<file path="config.mk">
export PLATFORM = sky130hd
export DESIGN_NAME = yuv_block_scan_address_generator
export DESIGN_NICKNAME = d
export VERILOG_FILES = /design/src/design/yuvbs_pkg.sv /design/src/design/yuvbs_div.sv /design/src/design/yuv_block_scan_address_generator.sv
export SDC_FILE = /design/constraint.sdc
export NUM_CORES = 2
export LEC_CHECK = 0
export BUFFER_PORTS_ARGS = -buffer_cell sky130_fd_sc_hd__buf_2
export CAP_MARGIN = 5
export CELL_PAD_IN_SITES_DETAIL_PLACEMENT = 0
export CELL_PAD_IN_SITES_GLOBAL_PLACEMENT = 1
export CORE_MARGIN = 1
export CORE_UTILIZATION = 40
export DETAILED_ROUTE_END_ITERATION = 6
export HOLD_SLACK_MARGIN = 0.05
export PLACE_DENSITY_LB_ADDON = 0.2
export SYNTH_ARGS = -nofsm -noshare
export SYNTH_HDL_FRONTEND = slang
export SYNTH_SLANG_ARGS = --single-unit
</file>
<file path="constraint.sdc">
create_clock -name clk -period 9.42 [get_ports clk]
set_input_delay 0.471 -clock clk [delete_from_list [all_inputs] [get_ports clk]]
set_output_delay 0.471 -clock clk [all_outputs]
set_load 0.01 [all_outputs]
</file>
<file path="src/design/yuvbs_pkg.sv">
`timescale 1ns / 1ps
package yuvbs_pkg;

  localparam int MAX_PLANE_DIM = 4096;
  localparam int MAX_MB_DIM    = 256;
  localparam int NUM_PLANES    = 3;

  localparam int DIM_W      = 13;  // plane sizes and block counts
  localparam int BLK_W      = 7;
  localparam int MB_W       = 9;
  localparam int IDX_W      = 12;
  localparam int FRM_W      = 16;
  localparam int FNUM_W     = 17;
  localparam int OFS_W      = 24;
  localparam int PLANE_W    = 2;
  localparam int ERR_W      = 2;
  localparam int CFG_IDX_W  = 3;
  localparam int CFG_DATA_W = 16;

  localparam logic [CFG_IDX_W-1:0] REG_LUMA_WIDTH    = 3'd0;
  localparam logic [CFG_IDX_W-1:0] REG_LUMA_HEIGHT   = 3'd1;
  localparam logic [CFG_IDX_W-1:0] REG_CHROMA_WIDTH  = 3'd2;
  localparam logic [CFG_IDX_W-1:0] REG_CHROMA_HEIGHT = 3'd3;
  localparam logic [CFG_IDX_W-1:0] REG_BLOCK_WIDTH   = 3'd4;
  localparam logic [CFG_IDX_W-1:0] REG_BLOCK_HEIGHT  = 3'd5;
  localparam logic [CFG_IDX_W-1:0] REG_FRAME_COUNT   = 3'd6;
  localparam logic [CFG_IDX_W-1:0] REG_START_FRAME   = 3'd7;

  localparam logic [ERR_W-1:0] ERR_OK          = 2'd0;
  localparam logic [ERR_W-1:0] ERR_BAD_SIZE    = 2'd1;
  localparam logic [ERR_W-1:0] ERR_SIZE_CHANGE = 2'd2;

  localparam logic [PLANE_W-1:0] PLANE_Y = 2'd0;
  localparam logic [PLANE_W-1:0] PLANE_V = 2'd2;

  typedef struct packed {
    logic             start;
    logic [DIM_W-1:0] dividend;
    logic [DIM_W-1:0] divisor;
  } div_req_t;

  typedef struct packed {
    logic             done;
    logic [DIM_W-1:0] quotient;
    logic [DIM_W-1:0] remainder;
  } div_rsp_t;

endpackage

</file>
<file path="src/design/yuvbs_div.sv">
`timescale 1ns / 1ps
// Restoring divider, one quotient bit per cycle. A start restarts it at once.
module yuvbs_div (
  input  logic                clk,
  input  logic                rst_n,
  input  yuvbs_pkg::div_req_t req,
  output yuvbs_pkg::div_rsp_t rsp
);
  import yuvbs_pkg::*;

  localparam int CNT_W = $clog2(DIM_W + 1);

  logic [DIM_W-1:0] rem_r, rem_nxt;
  logic [DIM_W-1:0] quo_r, quo_nxt;
  logic [DIM_W-1:0] dvs_r, dvs_nxt;
  logic [CNT_W-1:0] cnt_r, cnt_nxt;
  logic             busy_r, busy_nxt;
  logic             done_r, done_nxt;
  logic [DIM_W:0]   shifted;
  logic [DIM_W:0]   diff;

  always_comb begin
    shifted  = {rem_r, quo_r[DIM_W-1]};
    diff     = shifted - {1'b0, dvs_r};
    rem_nxt  = rem_r;
    quo_nxt  = quo_r;
    dvs_nxt  = dvs_r;
    cnt_nxt  = cnt_r;
    busy_nxt = busy_r;
    done_nxt = 1'b0;
    if (req.start) begin
      rem_nxt  = '0;
      quo_nxt  = req.dividend;
      dvs_nxt  = req.divisor;
      cnt_nxt  = CNT_W'(DIM_W);
      busy_nxt = 1'b1;
    end else if (busy_r) begin
      if (!diff[DIM_W]) begin
        rem_nxt = diff[DIM_W-1:0];
        quo_nxt = {quo_r[DIM_W-2:0], 1'b1};
      end else begin
        rem_nxt = shifted[DIM_W-1:0];
        quo_nxt = {quo_r[DIM_W-2:0], 1'b0};
      end
      cnt_nxt = cnt_r - 1'b1;
      if (cnt_r == CNT_W'(1)) begin
        busy_nxt = 1'b0;
        done_nxt = 1'b1;
      end
    end
  end

  always_ff @(posedge clk) begin
    if (!rst_n) begin
      busy_r <= 1'b0;
      done_r <= 1'b0;
      cnt_r  <= '0;
    end else begin
      busy_r <= busy_nxt;
      done_r <= done_nxt;
      cnt_r  <= cnt_nxt;
    end
    rem_r <= rem_nxt;
    quo_r <= quo_nxt;
    dvs_r <= dvs_nxt;
  end

  assign rsp.done      = done_r;
  assign rsp.quotient  = quo_r;
  assign rsp.remainder = rem_r;

endmodule

</file>
<file path="src/design/yuv_block_scan_address_generator.sv">
`timescale 1ns / 1ps
// Block scan address generator for planar Y/U/V frames: each request returns
// the next macroblock (Y, then U, then V, raster order in each plane, frames
// cycled modulo frame_count) with its pixel offset, or an error code with all
// other fields zero. One request is in work at a time; in_stall is high while
// it runs. A request inside a plane, or one that starts a plane at the basic
// block size, passes through S_DECIDE, S_MUL1, S_MUL2 and S_FINISH to a
// loaded result register. A request that starts a plane with a requested
// macroblock size runs up to four divisions on the shared 13-step divider
// for its size checks. After reset and after every register write a pass
// of four divisions works out the block counts of the planes; in_stall
// stays high meanwhile. A finished result waits in the output register
// while the next request is taken.
module yuv_block_scan_address_generator (
  input  logic                                clk,
  input  logic                                rst_n,
  input  logic                                in_valid,
  output logic                                in_stall,
  input  logic                                in_use_basic_size,
  input  logic [yuvbs_pkg::MB_W-1:0]          in_req_mb_width,
  input  logic [yuvbs_pkg::MB_W-1:0]          in_req_mb_height,
  output logic                                out_valid,
  input  logic                                out_stall,
  output logic [yuvbs_pkg::PLANE_W-1:0]       out_plane,
  output logic [yuvbs_pkg::IDX_W-1:0]         out_block_row,
  output logic [yuvbs_pkg::IDX_W-1:0]         out_block_col,
  output logic [yuvbs_pkg::MB_W-1:0]          out_mb_width,
  output logic [yuvbs_pkg::MB_W-1:0]          out_mb_height,
  output logic [yuvbs_pkg::FNUM_W-1:0]        out_frame_number,
  output logic [yuvbs_pkg::OFS_W-1:0]         out_pixel_offset,
  output logic                                out_new_frame,
  output logic [yuvbs_pkg::ERR_W-1:0]         out_error,
  input  logic                                cfg_we,
  input  logic [yuvbs_pkg::CFG_IDX_W-1:0]     cfg_index,
  input  logic [yuvbs_pkg::CFG_DATA_W-1:0]    cfg_wdata
);
  import yuvbs_pkg::*;

  localparam int PROD_W = IDX_W + BLK_W;
  localparam int MUL_W  = PROD_W + DIM_W;

  localparam logic [DIM_W-1:0] RST_LUMA_W   = 13'd352;
  localparam logic [DIM_W-1:0] RST_LUMA_H   = 13'd288;
  localparam logic [DIM_W-1:0] RST_CHROMA_W = 13'd176;
  localparam logic [DIM_W-1:0] RST_CHROMA_H = 13'd144;
  localparam logic [BLK_W-1:0] RST_BLK      = 7'd8;
  localparam logic [FRM_W-1:0] RST_FRM_CNT  = 16'd1;

  typedef enum logic [3:0] {
    S_PREP_LC, S_PREP_LR, S_PREP_CC, S_PREP_CR,
    S_IDLE, S_DECIDE,
    S_DIV_MW, S_DIV_MH, S_DIV_PW, S_DIV_PH,
    S_MUL1, S_MUL2, S_FINISH, S_ERR
  } state_t;

  function automatic logic [DIM_W-1:0] sat_dim(input logic [DIM_W-1:0] v);
    return (v > DIM_W'(MAX_PLANE_DIM)) ? DIM_W'(MAX_PLANE_DIM) : v;
  endfunction

  // configuration
  logic [DIM_W-1:0] luma_w_r, luma_w_nxt, luma_h_r, luma_h_nxt;
  logic [DIM_W-1:0] chroma_w_r, chroma_w_nxt, chroma_h_r, chroma_h_nxt;
  logic [BLK_W-1:0] blk_w_r, blk_w_nxt, blk_h_r, blk_h_nxt;
  logic [FRM_W-1:0] frame_cnt_r, frame_cnt_nxt, start_frame_r, start_frame_nxt;

  // block counts per plane, from the geometry pass
  logic [DIM_W-1:0] luma_cols_r, luma_cols_nxt, luma_rows_r, luma_rows_nxt;
  logic [DIM_W-1:0] chroma_cols_r, chroma_cols_nxt, chroma_rows_r, chroma_rows_nxt;

  // scan position
  logic [PLANE_W-1:0] cur_plane_r, cur_plane_nxt;
  logic [DIM_W-1:0]   cur_row_r, cur_row_nxt;
  logic [IDX_W-1:0]   cur_col_r, cur_col_nxt;
  logic [FRM_W-1:0]   frame_ctr_r, frame_ctr_nxt;
  logic [MB_W-1:0]    cur_mbw_r, cur_mbw_nxt, cur_mbh_r, cur_mbh_nxt;
  logic [MB_W-1:0]    cur_stc_r, cur_stc_nxt, cur_str_r, cur_str_nxt;

  // request in work
  state_t             state_r, state_nxt;
  logic               issued_r, issued_nxt;
  logic               wk_basic_r, wk_basic_nxt;
  logic [MB_W-1:0]    wk_rw_r, wk_rw_nxt, wk_rh_r, wk_rh_nxt;
  logic [PLANE_W-1:0] wk_plane_r, wk_plane_nxt;
  logic [IDX_W-1:0]   wk_row_r, wk_row_nxt, wk_col_r, wk_col_nxt;
  logic [FRM_W-1:0]   wk_fc_r, wk_fc_nxt;
  logic               wk_newf_r, wk_newf_nxt;
  logic [MB_W-1:0]    wk_mbw_r, wk_mbw_nxt, wk_mbh_r, wk_mbh_nxt;
  logic [MB_W-1:0]    wk_stc_r, wk_stc_nxt, wk_str_r, wk_str_nxt;
  logic [ERR_W-1:0]   wk_err_r, wk_err_nxt;
  logic [PROD_W-1:0]  prod_row_r, prod_row_nxt, prod_col_r, prod_col_nxt;
  logic [OFS_W-1:0]   ofs_r, ofs_nxt;

  // result register
  logic               out_valid_r, out_valid_nxt;
  logic [PLANE_W-1:0] out_plane_r, out_plane_nxt;
  logic [IDX_W-1:0]   out_row_r, out_row_nxt, out_col_r, out_col_nxt;
  logic [MB_W-1:0]    out_mbw_r, out_mbw_nxt, out_mbh_r, out_mbh_nxt;
  logic [FNUM_W-1:0]  out_fnum_r, out_fnum_nxt;
  logic [OFS_W-1:0]   out_ofs_r, out_ofs_nxt;
  logic               out_newf_r, out_newf_nxt;
  logic [ERR_W-1:0]   out_err_r, out_err_nxt;

  // derived values
  logic [BLK_W-1:0]   bw, bh;
  logic [DIM_W-1:0]   lw_s, lh_s, cw_s, ch_s;
  logic               empty_y, empty_c;
  logic [DIM_W-1:0]   cur_rows, cur_cols;
  logic               need_adv;
  logic [PLANE_W-1:0] np;
  logic               pass_y, found;
  logic [FRM_W-1:0]   fc_cnt, fc_inc;
  logic [FNUM_W-1:0]  fc_plus;
  logic [DIM_W-1:0]   wk_pw, wk_ph, wk_cols;
  logic [DIM_W-1:0]   col_sum, col_adv;
  logic               col_wrap;
  logic [MUL_W-1:0]   ofs_full;
  logic               is_div, div_done, can_load;

  div_req_t div_req;
  div_rsp_t div_rsp;

  yuvbs_div u_div (
    .clk   (clk),
    .rst_n (rst_n),
    .req   (div_req),
    .rsp   (div_rsp)
  );

  assign bw   = (blk_w_r == '0) ? BLK_W'(1) : blk_w_r;
  assign bh   = (blk_h_r == '0) ? BLK_W'(1) : blk_h_r;
  assign lw_s = sat_dim(luma_w_r);
  assign lh_s = sat_dim(luma_h_r);
  assign cw_s = sat_dim(chroma_w_r);
  assign ch_s = sat_dim(chroma_h_r);

  assign empty_y  = (luma_cols_r == '0) || (luma_rows_r == '0);
  assign empty_c  = (chroma_cols_r == '0) || (chroma_rows_r == '0);
  assign cur_rows = (cur_plane_r == PLANE_Y) ? luma_rows_r : chroma_rows_r;
  assign cur_cols = (cur_plane_r == PLANE_Y) ? luma_cols_r : chroma_cols_r;
  assign need_adv = (cur_plane_r > PLANE_V) || (cur_row_r >= cur_rows) || (cur_cols == '0);

  // next non-empty plane; passing plane Y means a new frame
  always_comb begin
    np     = cur_plane_r;
    pass_y = 1'b0;
    found  = 1'b0;
    for (int k = 0; k < NUM_PLANES; k++) begin
      if (!found) begin
        np = (np >= PLANE_V) ? PLANE_Y : np + 1'b1;
        if (np == PLANE_Y) begin
          pass_y = 1'b1;
        end
        if (!((np == PLANE_Y) ? empty_y : empty_c)) begin
          found = 1'b1;
        end
      end
    end
  end

  assign fc_cnt  = (frame_cnt_r == '0) ? FRM_W'(1) : frame_cnt_r;
  assign fc_plus = FNUM_W'(frame_ctr_r) + FNUM_W'(1);
  assign fc_inc  = (fc_plus >= FNUM_W'(fc_cnt)) ? '0 : fc_plus[FRM_W-1:0];

  assign wk_pw   = (wk_plane_r == PLANE_Y) ? lw_s : cw_s;
  assign wk_ph   = (wk_plane_r == PLANE_Y) ? lh_s : ch_s;
  assign wk_cols = (wk_plane_r == PLANE_Y) ? luma_cols_r : chroma_cols_r;

  // column step never passes the row end by more than one row
  assign col_sum  = DIM_W'(wk_col_r) + DIM_W'(wk_stc_r);
  assign col_wrap = (col_sum >= wk_cols);
  assign col_adv  = col_wrap ? col_sum - wk_cols : col_sum;

  assign ofs_full = MUL_W'(prod_row_r) * MUL_W'(wk_pw);

  assign is_div = (state_r == S_PREP_LC) || (state_r == S_PREP_LR) ||
                  (state_r == S_PREP_CC) || (state_r == S_PREP_CR) ||
                  (state_r == S_DIV_MW)  || (state_r == S_DIV_MH)  ||
                  (state_r == S_DIV_PW)  || (state_r == S_DIV_PH);
  assign div_done = is_div && issued_r && div_rsp.done;
  assign can_load = !out_valid_r || !out_stall;

  always_comb begin
    div_req.start    = is_div && !issued_r;
    div_req.dividend = lw_s;
    div_req.divisor  = DIM_W'(bw);
    case (state_r)
      S_PREP_LC: begin
        div_req.dividend = lw_s;
        div_req.divisor  = DIM_W'(bw);
      end
      S_PREP_LR: begin
        div_req.dividend = lh_s;
        div_req.divisor  = DIM_W'(bh);
      end
      S_PREP_CC: begin
        div_req.dividend = cw_s;
        div_req.divisor  = DIM_W'(bw);
      end
      S_PREP_CR: begin
        div_req.dividend = ch_s;
        div_req.divisor  = DIM_W'(bh);
      end
      S_DIV_MW: begin
        div_req.dividend = DIM_W'(wk_rw_r);
        div_req.divisor  = DIM_W'(bw);
      end
      S_DIV_MH: begin
        div_req.dividend = DIM_W'(wk_rh_r);
        div_req.divisor  = DIM_W'(bh);
      end
      S_DIV_PW: begin
        div_req.dividend = wk_pw;
        div_req.divisor  = DIM_W'(wk_rw_r);
      end
      S_DIV_PH: begin
        div_req.dividend = wk_ph;
        div_req.divisor  = DIM_W'(wk_rh_r);
      end
      default: begin
        div_req.dividend = lw_s;
        div_req.divisor  = DIM_W'(bw);
      end
    endcase
  end

  always_comb begin
    luma_w_nxt      = luma_w_r;
    luma_h_nxt      = luma_h_r;
    chroma_w_nxt    = chroma_w_r;
    chroma_h_nxt    = chroma_h_r;
    blk_w_nxt       = blk_w_r;
    blk_h_nxt       = blk_h_r;
    frame_cnt_nxt   = frame_cnt_r;
    start_frame_nxt = start_frame_r;
    luma_cols_nxt   = luma_cols_r;
    luma_rows_nxt   = luma_rows_r;
    chroma_cols_nxt = chroma_cols_r;
    chroma_rows_nxt = chroma_rows_r;
    cur_plane_nxt   = cur_plane_r;
    cur_row_nxt     = cur_row_r;
    cur_col_nxt     = cur_col_r;
    frame_ctr_nxt   = frame_ctr_r;
    cur_mbw_nxt     = cur_mbw_r;
    cur_mbh_nxt     = cur_mbh_r;
    cur_stc_nxt     = cur_stc_r;
    cur_str_nxt     = cur_str_r;
    state_nxt       = state_r;
    issued_nxt      = issued_r;
    wk_basic_nxt    = wk_basic_r;
    wk_rw_nxt       = wk_rw_r;
    wk_rh_nxt       = wk_rh_r;
    wk_plane_nxt    = wk_plane_r;
    wk_row_nxt      = wk_row_r;
    wk_col_nxt      = wk_col_r;
    wk_fc_nxt       = wk_fc_r;
    wk_newf_nxt     = wk_newf_r;
    wk_mbw_nxt      = wk_mbw_r;
    wk_mbh_nxt      = wk_mbh_r;
    wk_stc_nxt      = wk_stc_r;
    wk_str_nxt      = wk_str_r;
    wk_err_nxt      = wk_err_r;
    prod_row_nxt    = prod_row_r;
    prod_col_nxt    = prod_col_r;
    ofs_nxt         = ofs_r;
    out_valid_nxt   = out_valid_r;
    out_plane_nxt   = out_plane_r;
    out_row_nxt     = out_row_r;
    out_col_nxt     = out_col_r;
    out_mbw_nxt     = out_mbw_r;
    out_mbh_nxt     = out_mbh_r;
    out_fnum_nxt    = out_fnum_r;
    out_ofs_nxt     = out_ofs_r;
    out_newf_nxt    = out_newf_r;
    out_err_nxt     = out_err_r;

    if (out_valid_r && !out_stall) begin
      out_valid_nxt = 1'b0;
    end
    if (is_div && !issued_r) begin
      issued_nxt = 1'b1;
    end
    if (div_done) begin
      issued_nxt = 1'b0;
    end

    case (state_r)
      S_PREP_LC: begin
        if (div_done) begin
          luma_cols_nxt = div_rsp.quotient;
          state_nxt     = S_PREP_LR;
        end
      end
      S_PREP_LR: begin
        if (div_done) begin
          luma_rows_nxt = div_rsp.quotient;
          state_nxt     = S_PREP_CC;
        end
      end
      S_PREP_CC: begin
        if (div_done) begin
          chroma_cols_nxt = div_rsp.quotient;
          state_nxt       = S_PREP_CR;
        end
      end
      S_PREP_CR: begin
        if (div_done) begin
          chroma_rows_nxt = div_rsp.quotient;
          state_nxt       = S_IDLE;
        end
      end
      S_IDLE: begin
        if (in_valid) begin
          wk_basic_nxt = in_use_basic_size;
          wk_rw_nxt    = in_req_mb_width;
          wk_rh_nxt    = in_req_mb_height;
          state_nxt    = S_DECIDE;
        end
      end
      S_DECIDE: begin
        if (need_adv) begin
          wk_plane_nxt = np;
          wk_fc_nxt    = pass_y ? fc_inc : frame_ctr_r;
          wk_newf_nxt  = pass_y;
          wk_row_nxt   = '0;
          wk_col_nxt   = '0;
          if (empty_y && empty_c) begin
            wk_err_nxt = ERR_BAD_SIZE;
            state_nxt  = S_ERR;
          end else if (wk_basic_r) begin
            wk_mbw_nxt = MB_W'(bw);
            wk_mbh_nxt = MB_W'(bh);
            wk_stc_nxt = MB_W'(1);
            wk_str_nxt = MB_W'(1);
            state_nxt  = S_MUL1;
          end else if ((wk_rw_r == '0) || (wk_rh_r == '0) ||
                       (wk_rw_r > MB_W'(MAX_MB_DIM)) || (wk_rh_r > MB_W'(MAX_MB_DIM))) begin
            wk_err_nxt = ERR_BAD_SIZE;
            state_nxt  = S_ERR;
          end else begin
            wk_mbw_nxt = wk_rw_r;
            wk_mbh_nxt = wk_rh_r;
            state_nxt  = S_DIV_MW;
          end
        end else if (!wk_basic_r && ((wk_rw_r != cur_mbw_r) || (wk_rh_r != cur_mbh_r))) begin
          wk_err_nxt = ERR_SIZE_CHANGE;
          state_nxt  = S_ERR;
        end else begin
          // inside a plane the latched size holds, even for a basic-size request
          wk_plane_nxt = cur_plane_r;
          wk_fc_nxt    = frame_ctr_r;
          wk_newf_nxt  = 1'b0;
          wk_row_nxt   = cur_row_r[IDX_W-1:0];
          wk_col_nxt   = cur_col_r;
          wk_mbw_nxt   = cur_mbw_r;
          wk_mbh_nxt   = cur_mbh_r;
          wk_stc_nxt   = cur_stc_r;
          wk_str_nxt   = cur_str_r;
          state_nxt    = S_MUL1;
        end
      end
      S_DIV_MW: begin
        if (div_done) begin
          if (div_rsp.remainder != '0) begin
            wk_err_nxt = ERR_BAD_SIZE;
            state_nxt  = S_ERR;
          end else begin
            wk_stc_nxt = div_rsp.quotient[MB_W-1:0];
            state_nxt  = S_DIV_MH;
          end
        end
      end
      S_DIV_MH: begin
        if (div_done) begin
          if (div_rsp.remainder != '0) begin
            wk_err_nxt = ERR_BAD_SIZE;
            state_nxt  = S_ERR;
          end else begin
            wk_str_nxt = div_rsp.quotient[MB_W-1:0];
            state_nxt  = S_DIV_PW;
          end
        end
      end
      S_DIV_PW: begin
        if (div_done) begin
          if (div_rsp.remainder != '0) begin
            wk_err_nxt = ERR_BAD_SIZE;
            state_nxt  = S_ERR;
          end else begin
            state_nxt = S_DIV_PH;
          end
        end
      end
      S_DIV_PH: begin
        if (div_done) begin
          if (div_rsp.remainder != '0) begin
            wk_err_nxt = ERR_BAD_SIZE;
            state_nxt  = S_ERR;
          end else begin
            state_nxt = S_MUL1;
          end
        end
      end
      S_MUL1: begin
        prod_row_nxt = PROD_W'(wk_row_r) * PROD_W'(bh);
        prod_col_nxt = PROD_W'(wk_col_r) * PROD_W'(bw);
        state_nxt    = S_MUL2;
      end
      S_MUL2: begin
        ofs_nxt   = ofs_full[OFS_W-1:0] + OFS_W'(prod_col_r);
        state_nxt = S_FINISH;
      end
      S_FINISH: begin
        if (can_load) begin
          out_valid_nxt = 1'b1;
          out_plane_nxt = wk_plane_r;
          out_row_nxt   = wk_row_r;
          out_col_nxt   = wk_col_r;
          out_mbw_nxt   = wk_mbw_r;
          out_mbh_nxt   = wk_mbh_r;
          out_fnum_nxt  = FNUM_W'(wk_fc_r) + FNUM_W'(start_frame_r);
          out_ofs_nxt   = ofs_r;
          out_newf_nxt  = wk_newf_r;
          out_err_nxt   = ERR_OK;
          cur_plane_nxt = wk_plane_r;
          cur_col_nxt   = col_adv[IDX_W-1:0];
          cur_row_nxt   = DIM_W'(wk_row_r) + (col_wrap ? DIM_W'(wk_str_r) : '0);
          frame_ctr_nxt = wk_fc_r;
          cur_mbw_nxt   = wk_mbw_r;
          cur_mbh_nxt   = wk_mbh_r;
          cur_stc_nxt   = wk_stc_r;
          cur_str_nxt   = wk_str_r;
          state_nxt     = S_IDLE;
        end
      end
      S_ERR: begin
        if (can_load) begin
          out_valid_nxt = 1'b1;
          out_plane_nxt = '0;
          out_row_nxt   = '0;
          out_col_nxt   = '0;
          out_mbw_nxt   = '0;
          out_mbh_nxt   = '0;
          out_fnum_nxt  = '0;
          out_ofs_nxt   = '0;
          out_newf_nxt  = 1'b0;
          out_err_nxt   = wk_err_r;
          state_nxt     = S_IDLE;
        end
      end
      default: begin
        state_nxt = S_IDLE;
      end
    endcase

    // a register write restarts the scan and reruns the geometry pass
    if (cfg_we) begin
      case (cfg_index)
        REG_LUMA_WIDTH:    luma_w_nxt      = cfg_wdata[DIM_W-1:0];
        REG_LUMA_HEIGHT:   luma_h_nxt      = cfg_wdata[DIM_W-1:0];
        REG_CHROMA_WIDTH:  chroma_w_nxt    = cfg_wdata[DIM_W-1:0];
        REG_CHROMA_HEIGHT: chroma_h_nxt    = cfg_wdata[DIM_W-1:0];
        REG_BLOCK_WIDTH:   blk_w_nxt       = cfg_wdata[BLK_W-1:0];
        REG_BLOCK_HEIGHT:  blk_h_nxt       = cfg_wdata[BLK_W-1:0];
        REG_FRAME_COUNT:   frame_cnt_nxt   = cfg_wdata[FRM_W-1:0];
        REG_START_FRAME:   start_frame_nxt = cfg_wdata[FRM_W-1:0];
        default:           start_frame_nxt = start_frame_r;
      endcase
      cur_plane_nxt = PLANE_V;
      cur_row_nxt   = DIM_W'(MAX_PLANE_DIM);
      cur_col_nxt   = '0;
      frame_ctr_nxt = '1;
      state_nxt     = S_PREP_LC;
      issued_nxt    = 1'b0;
    end
  end

  always_ff @(posedge clk) begin
    if (!rst_n) begin
      luma_w_r      <= RST_LUMA_W;
      luma_h_r      <= RST_LUMA_H;
      chroma_w_r    <= RST_CHROMA_W;
      chroma_h_r    <= RST_CHROMA_H;
      blk_w_r       <= RST_BLK;
      blk_h_r       <= RST_BLK;
      frame_cnt_r   <= RST_FRM_CNT;
      start_frame_r <= '0;
      cur_plane_r   <= PLANE_V;
      cur_row_r     <= DIM_W'(MAX_PLANE_DIM);
      cur_col_r     <= '0;
      frame_ctr_r   <= '1;
      state_r       <= S_PREP_LC;
      issued_r      <= 1'b0;
      out_valid_r   <= 1'b0;
    end else begin
      luma_w_r      <= luma_w_nxt;
      luma_h_r      <= luma_h_nxt;
      chroma_w_r    <= chroma_w_nxt;
      chroma_h_r    <= chroma_h_nxt;
      blk_w_r       <= blk_w_nxt;
      blk_h_r       <= blk_h_nxt;
      frame_cnt_r   <= frame_cnt_nxt;
      start_frame_r <= start_frame_nxt;
      cur_plane_r   <= cur_plane_nxt;
      cur_row_r     <= cur_row_nxt;
      cur_col_r     <= cur_col_nxt;
      frame_ctr_r   <= frame_ctr_nxt;
      state_r       <= state_nxt;
      issued_r      <= issued_nxt;
      out_valid_r   <= out_valid_nxt;
    end
    luma_cols_r   <= luma_cols_nxt;
    luma_rows_r   <= luma_rows_nxt;
    chroma_cols_r <= chroma_cols_nxt;
    chroma_rows_r <= chroma_rows_nxt;
    cur_mbw_r     <= cur_mbw_nxt;
    cur_mbh_r     <= cur_mbh_nxt;
    cur_stc_r     <= cur_stc_nxt;
    cur_str_r     <= cur_str_nxt;
    wk_basic_r    <= wk_basic_nxt;
    wk_rw_r       <= wk_rw_nxt;
    wk_rh_r       <= wk_rh_nxt;
    wk_plane_r    <= wk_plane_nxt;
    wk_row_r      <= wk_row_nxt;
    wk_col_r      <= wk_col_nxt;
    wk_fc_r       <= wk_fc_nxt;
    wk_newf_r     <= wk_newf_nxt;
    wk_mbw_r      <= wk_mbw_nxt;
    wk_mbh_r      <= wk_mbh_nxt;
    wk_stc_r      <= wk_stc_nxt;
    wk_str_r      <= wk_str_nxt;
    wk_err_r      <= wk_err_nxt;
    prod_row_r    <= prod_row_nxt;
    prod_col_r    <= prod_col_nxt;
    ofs_r         <= ofs_nxt;
    out_plane_r   <= out_plane_nxt;
    out_row_r     <= out_row_nxt;
    out_col_r     <= out_col_nxt;
    out_mbw_r     <= out_mbw_nxt;
    out_mbh_r     <= out_mbh_nxt;
    out_fnum_r    <= out_fnum_nxt;
    out_ofs_r     <= out_ofs_nxt;
    out_newf_r    <= out_newf_nxt;
    out_err_r     <= out_err_nxt;
  end

  assign in_stall         = (state_r != S_IDLE);
  assign out_valid        = out_valid_r;
  assign out_plane        = out_plane_r;
  assign out_block_row    = out_row_r;
  assign out_block_col    = out_col_r;
  assign out_mb_width     = out_mbw_r;
  assign out_mb_height    = out_mbh_r;
  assign out_frame_number = out_fnum_r;
  assign out_pixel_offset = out_ofs_r;
  assign out_new_frame    = out_newf_r;
  assign out_error        = out_err_r;

endmodule

</file>
Word-level counts from Yosys, hierarchy flattened:

Index checks and enable logic that the tools add are counted.

* bits in latches: 0
* logic and storage cells: 334
* ROM bits: 0
* output and inout bits: 90
* register bits: 530
* memory bits (writable): 0
* memories kept: 0
* input port bits: 43

* add/subtract/negate cells: 11
* $mul: 3
* equality and inequality tests: 49
* bitwise gates (word level): 2
* shift operators: 0
* muxes and demuxes: 125
* div/mod/pow operators: 0
* reduce and logical (&&, ||, !) cells: 76
* $lt $le $gt $ge: 13

Operators by type and width (count)
* $mux W9: 22
* $pmux W26 S7: 1
* $mux W13: 12
* $mux W16: 5
* $mux W12: 6
* $pmux W9 S2: 4
* $mux W4: 17
* $logic_not A13 Y1: 5
* $gt A13 B13 Y1 const B: 4
* $pmux W4 S13: 1
* $mux W24: 2
* $pmux W12 S2: 2
* $pmux W24 S2: 1
* $mul A12 B7 Y19: 2
* $mux W17: 2
* $mux W2: 17
* $pmux W17 S2: 1
* $ne A2 B2 Y1 const B: 15
* $reduce_and A2 Y1: 15
* $add A12 B9 Y13: 2
* $ge A13 B13 Y1: 2
* $add A24 B19 Y24: 1
* $eq A4 B4 Y1 const B: 6
* $mul A19 B13 Y24: 1
* 45 further kinds: 133

Longest topological paths before layout:

* depth after elaboration: 12
* mapped depth: 29
* depth with buffers taken out: 28

By module:

A second synthesis with hierarchy kept.

* cells, all modules: 3714
* area total of the unflattened synthesis: 37148.1 um^2

Modules (own cells, without submodules)
* yuv_block_scan_address_generator: seq. area each 13092.6 um^2, cells each 3478, times used 1, area each 34640.7 um^2
* yuvbs_div: seq. area each 1161.1 um^2, cells each 236, times used 1, area each 2507.4 um^2

Least setup slack after synthesis:

No wires, ideal clock.

* path type: register to register
* start point: register chroma_w_r[7]
* end point: register ofs_r[17] (data pin)
* setup time: 0.258 ns
* cell stages (with the launch flop): 25
* setup slack: 2.621 ns
* path buffers: 1
* period minus slack after synthesis: 6.799 ns
* arrival: 6.542 ns
* data required time: 9.162 ns
* cell sequence: dfxtp_1 > or4_4 > o31ai_4 > a32o_1 > clkbuf_1 > nand2_1 > fa_1 > fa_1 > fa_1 > inv_1 > fa_1 > fa_1 > inv_1 > fa_1 > inv_1 > ha_1 > o21ai_0 > nand2b_1 > a21boi_0 > o21bai_1 > a21o_1 > a21o_1 > a21o_1 > a21oi_1 > xnor2_1

* longest elaborated chain between the ends: 5

Ends and longest elaborated chain
* from (decl): RTL line yuv_block_scan_address_generator.sv:62 `logic [DIM_W-1:0] chroma_w_r, chroma_w_nxt, chroma_h_r, chroma_h_nxt;`
* from (signal assigned): RTL line yuv_block_scan_address_generator.sv:497 `chroma_w_r <= chroma_w_nxt;`
* $gt A13 B13 Y1: RTL line yuv_block_scan_address_generator.sv:57 `return (v > DIM_W'(MAX_PLANE_DIM)) ? DIM_W'(MAX_PLANE_DIM) : v;`
* $mux W13 (*): RTL line yuv_block_scan_address_generator.sv:57
* $mux W13 (*): RTL line yuv_block_scan_address_generator.sv:164 `assign wk_pw = (wk_plane_r == PLANE_Y) ? lw_s : cw_s;`
* $mul A19 B13 Y24 (*): RTL line yuv_block_scan_address_generator.sv:173 `assign ofs_full = MUL_W'(prod_row_r) * MUL_W'(wk_pw);`
* $add A24 B19 Y24 (*): RTL line yuv_block_scan_address_generator.sv:409 `ofs_nxt = ofs_full[OFS_W-1:0] + OFS_W'(prod_col_r);`
* to (signal assigned): RTL line yuv_block_scan_address_generator.sv:534 `ofs_r <= ofs_nxt;`
* to (decl): RTL line yuv_block_scan_address_generator.sv:91 `logic [OFS_W-1:0] ofs_r, ofs_nxt;`

Mark *: on every way between the ends. The rest lies on a longest branch, timed or not.
A chain may end at the register's enable or synchronous reset.

Final worst setup path:

* start point: register chroma_w_r[7]
* end point: register ofs_r[23] (data pin)

The elaborated chain is that of the path after synthesis.

==> results_dict.tcl <==
set metrics [dict create \
    status "finished, final reports clean" \
    cts_htree_levels 2 \
    netlist_area_sq_um 36700 \
    yosysSeqAreaShare_pct 38.5 \
    root_buffer "clkbuf_16" \
    final_common_cell "nand2_1" \
    setup-tns-final_ns 0 \
    tightest_slew_ns 1.24 \
    worstSetupEndpoint "ofs_r[23]" \
    r2r_end "ofs_r[23]" \
    ys.flop_type "edfxtp_1" \
    dr.first_iter.drc_count 1987 \
    grt_pass1_vias 26900 \
    fmax_mhz 132 \
    clk_pin_slew_ns 0.07 \
    die_area_sq_um 93000 \
    die_y_um 305 \
    worstSetupStartpointType "flip-flop" \
    p_leak_uw 0.0167 \
    fin_cells 5009 \
    setup.worst_path.end_class "flip-flop" \
    finish.utilization_pct 45.2 \
    power.density_nw_per_um2 148 \
    synth.area.top_cells "edfxtp_1 29%, fa_1 15%, dfxtp_1 9.0%" \
    postCtsSetupBuffers 0 \
    ant_nets 0 \
    min_path_cells 3 \
    crit_type "reg2reg" \
    n_antenna_cell 0 \
    cts_buffers 60 \
    hold_viol_final 0 \
    grt_overflow 0 \
    insertion_delay_ns 0.69 \
    io_buffers 132 \
    rows 110 \
    grt_usage_pct 23.0 \
    final_nets 4333 \
    ir_worst_vdd_mv 0.157 \
    synth-async-reset-ratio_pct 0 \
    cts_max_path_buffers 3 \
    wl_per_cell_um 21.2 \
    maxCapViolations 0 \
    critPathRequiredTime_ns 9.81 \
    worst-r2r-setup-slack_ns 1.87 \
    grt_pass1_wl_um 163000 \
    start_util_pct 40.6 \
    via_per_inst 5.30 \
    coreArea_sq_um 90400 \
    boundaryPins 133 \
    slew_viol_final 0 \
    tritoncts "yes" \
    routed_wl_um 106000 \
    r2r-start "chroma_w_r[7]" \
    syn2layout_area_growth_pct 11.2 \
    hold_path_class "in2reg" \
    slew_headroom_pct 17.2 \
    hold_slack_ns 0.185 \
    stdcell_area_sq_um 40900 \
    detailed_place_hpwl_um 78900 \
    setup_viol 0 \
    layout-drive-gt1-share_pct 8.14 \
    arrival_ns 7.94 \
    synth_edf_count 360 \
    finalCritPeriodShare_pct 80.2 \
    synth_nets 4246 \
    worstHoldStart "cfg_wdata[7]" \
    vias 26600 \
    dr.pass1.iters 5 \
    place.gp.congestion 0.873 \
    synth_seq_cells 526 \
    antenna_found_initial 5 \
    grt_setup_unrepaired "false" \
    placed_area_sq_um 38600 \
    die_width_um 305 \
    grt_max_degree 105 \
    synth.distinct_cells 81 \
    crit_fanout 20 \
    layout_common_cells "632 x nand2_1, 371 x inv_1, 360 x edfxtp_1" \
    synth_top_area_share_pct 29.4 \
    place_inst 4876 \
    ys_warn_count 0 \
    avgSynthCellArea_sq_um 9.93 \
    synth.largest_area_cell "edfxtp_1" \
    cts_sinks 526 \
    layout_min_cycle_time_ns 7.55 \
    worst-r2r-cell-count 24 \
    skew_ns 0.0454 \
    crit_start "chroma_w_r[7]" \
    synthCells 3697 \
    drc 0 \
]
## what timing repair did
action | CTS | global route
hold buffers | 22 | 0
endpoints found under the hold margin | 25 | 0
gates resized for setup | 0 | 0
## worst min path at each step
stage,endpoint,slack (ns)
5_1_grt,luma_h_r[7],0.16
4_1_cts,frame_cnt_r[7],0.14
3_3_place_gp,cur_str_r[0],0.42
6_report,luma_h_r[7],0.19
3_5_place_dp,cur_str_r[2],0.43
2_1_floorplan,cur_mbh_r[0],0.42
## metal layers
metal	up-vias	global-route usage, %	share of wire, %
met4	0	6.58	2.9
li1	12600	-	-
met3	141	4.00	6.2
met1	13200	31.5	45
met5	-	0	0
met2	683	37.3	46
## worst max-delay path: stages, from the launching register on
cell and delay (ns):
dfxtp_1 0.35, or4_4 0.56, o31ai_4 0.38, and2_4 0.22
a22o_1 0.73, and2_1 0.25, fa_1 0.41, inv_1 0.09
fa_1 0.39, inv_1 0.08, fa_1 0.43, fa_1 0.47
fa_1 0.55, inv_1 0.05, fa_1 0.50, inv_1 0.05
ha_1 0.34, o21ai_0 0.17, nand2b_1 0.08, a21boi_0 0.12
o21bai_1 0.21, a41oi_1 0.35, o21a_1 0.22, o21ai_0 0.11
xnor2_1 0.13
## layout make-up
type | count | area [sq um]
clock buffer | 68 | 1540
clock inverter | 43 | 523
fill | 8602 | 49600
inverter | 374 | 1400
multi-input combinational | 2628 | 20600
sequential | 526 | 14100
tap | 1176 | 1470
timing repair buffer | 194 | 1180
## where the power goes
group	total (uW)	internal, uW	switching (uW)
clock network	2460	1430	1040
logic	1030	452	581
registers	2560	2530	38.7
total	6060	4410	1660
## sequential cells by signal, summed over array words and instances, names as in the netlist, 13 cells and up
register,count
chroma_cols_r,13
chroma_h_r,13
chroma_rows_r,13
chroma_w_r,13
cur_row_r,13
frame_cnt_r,16
frame_ctr_r,16
luma_cols_r,13
luma_h_r,13
luma_rows_r,13
luma_w_r,13
ofs_r,24
out_frame_number,17
out_pixel_offset,24
prod_col_r,19
prod_row_r,19
start_frame_r,16
u_div.quo_r,13
u_div.rem_r,13
wk_fc_r,16
## cells by family after synthesis
| logic type | synth area share [%] |
|---|---|
| fa+ha+maj | 22.9 |
| compound gates | 9.78 |
| xor+xnor | 3.57 |
| simple gates | 17.7 |
| buf+inv | 5.65 |
| mux | 1.86 |
| flops | 38.5 |
## metrics by stage
stage / setup slack (ns) / total power [uW]
3_3_place_gp: 1.95 / 3650
6_report: 1.87 / 6060
2_1_floorplan: 2.62 / 3390
5_1_grt: 1.41 / 6360
3_5_place_dp: 1.90 / 3650
4_1_cts: 1.87 / 6130
## Yosys cell counts (6+ instances only)
master    count
mux2i_1      65
o21a_1       17
nand4_1      21
o211ai_1     10
nor4_1       30
or2_2         6
a221o_1       6
a222oi_1      9
a22o_1        8
edfxtp_1    360
o21ai_0     117
nor2_1      146
dfxtp_1     166
a41oi_1       7
fa_1        279
a21boi_0     94
o21ai_1      17
buf_1         6
clkbuf_1    151
xor2_1       36
inv_1       371
a21oi_1     118
a221oi_1     11
and2_1      273
nand2_1     633
or3_1         9
nand3b_1      8
a211oi_1     16
nor2b_1      47
xnor2_1     108
nand3_1      83
a31oi_1      12
nand2b_1     33
ha_1        227
and3_1       18
nor3_1       42
a21o_1       27
o21bai_1     12
a32o_1        8
No activity file was read; power rests on OpenSTA's default activity.
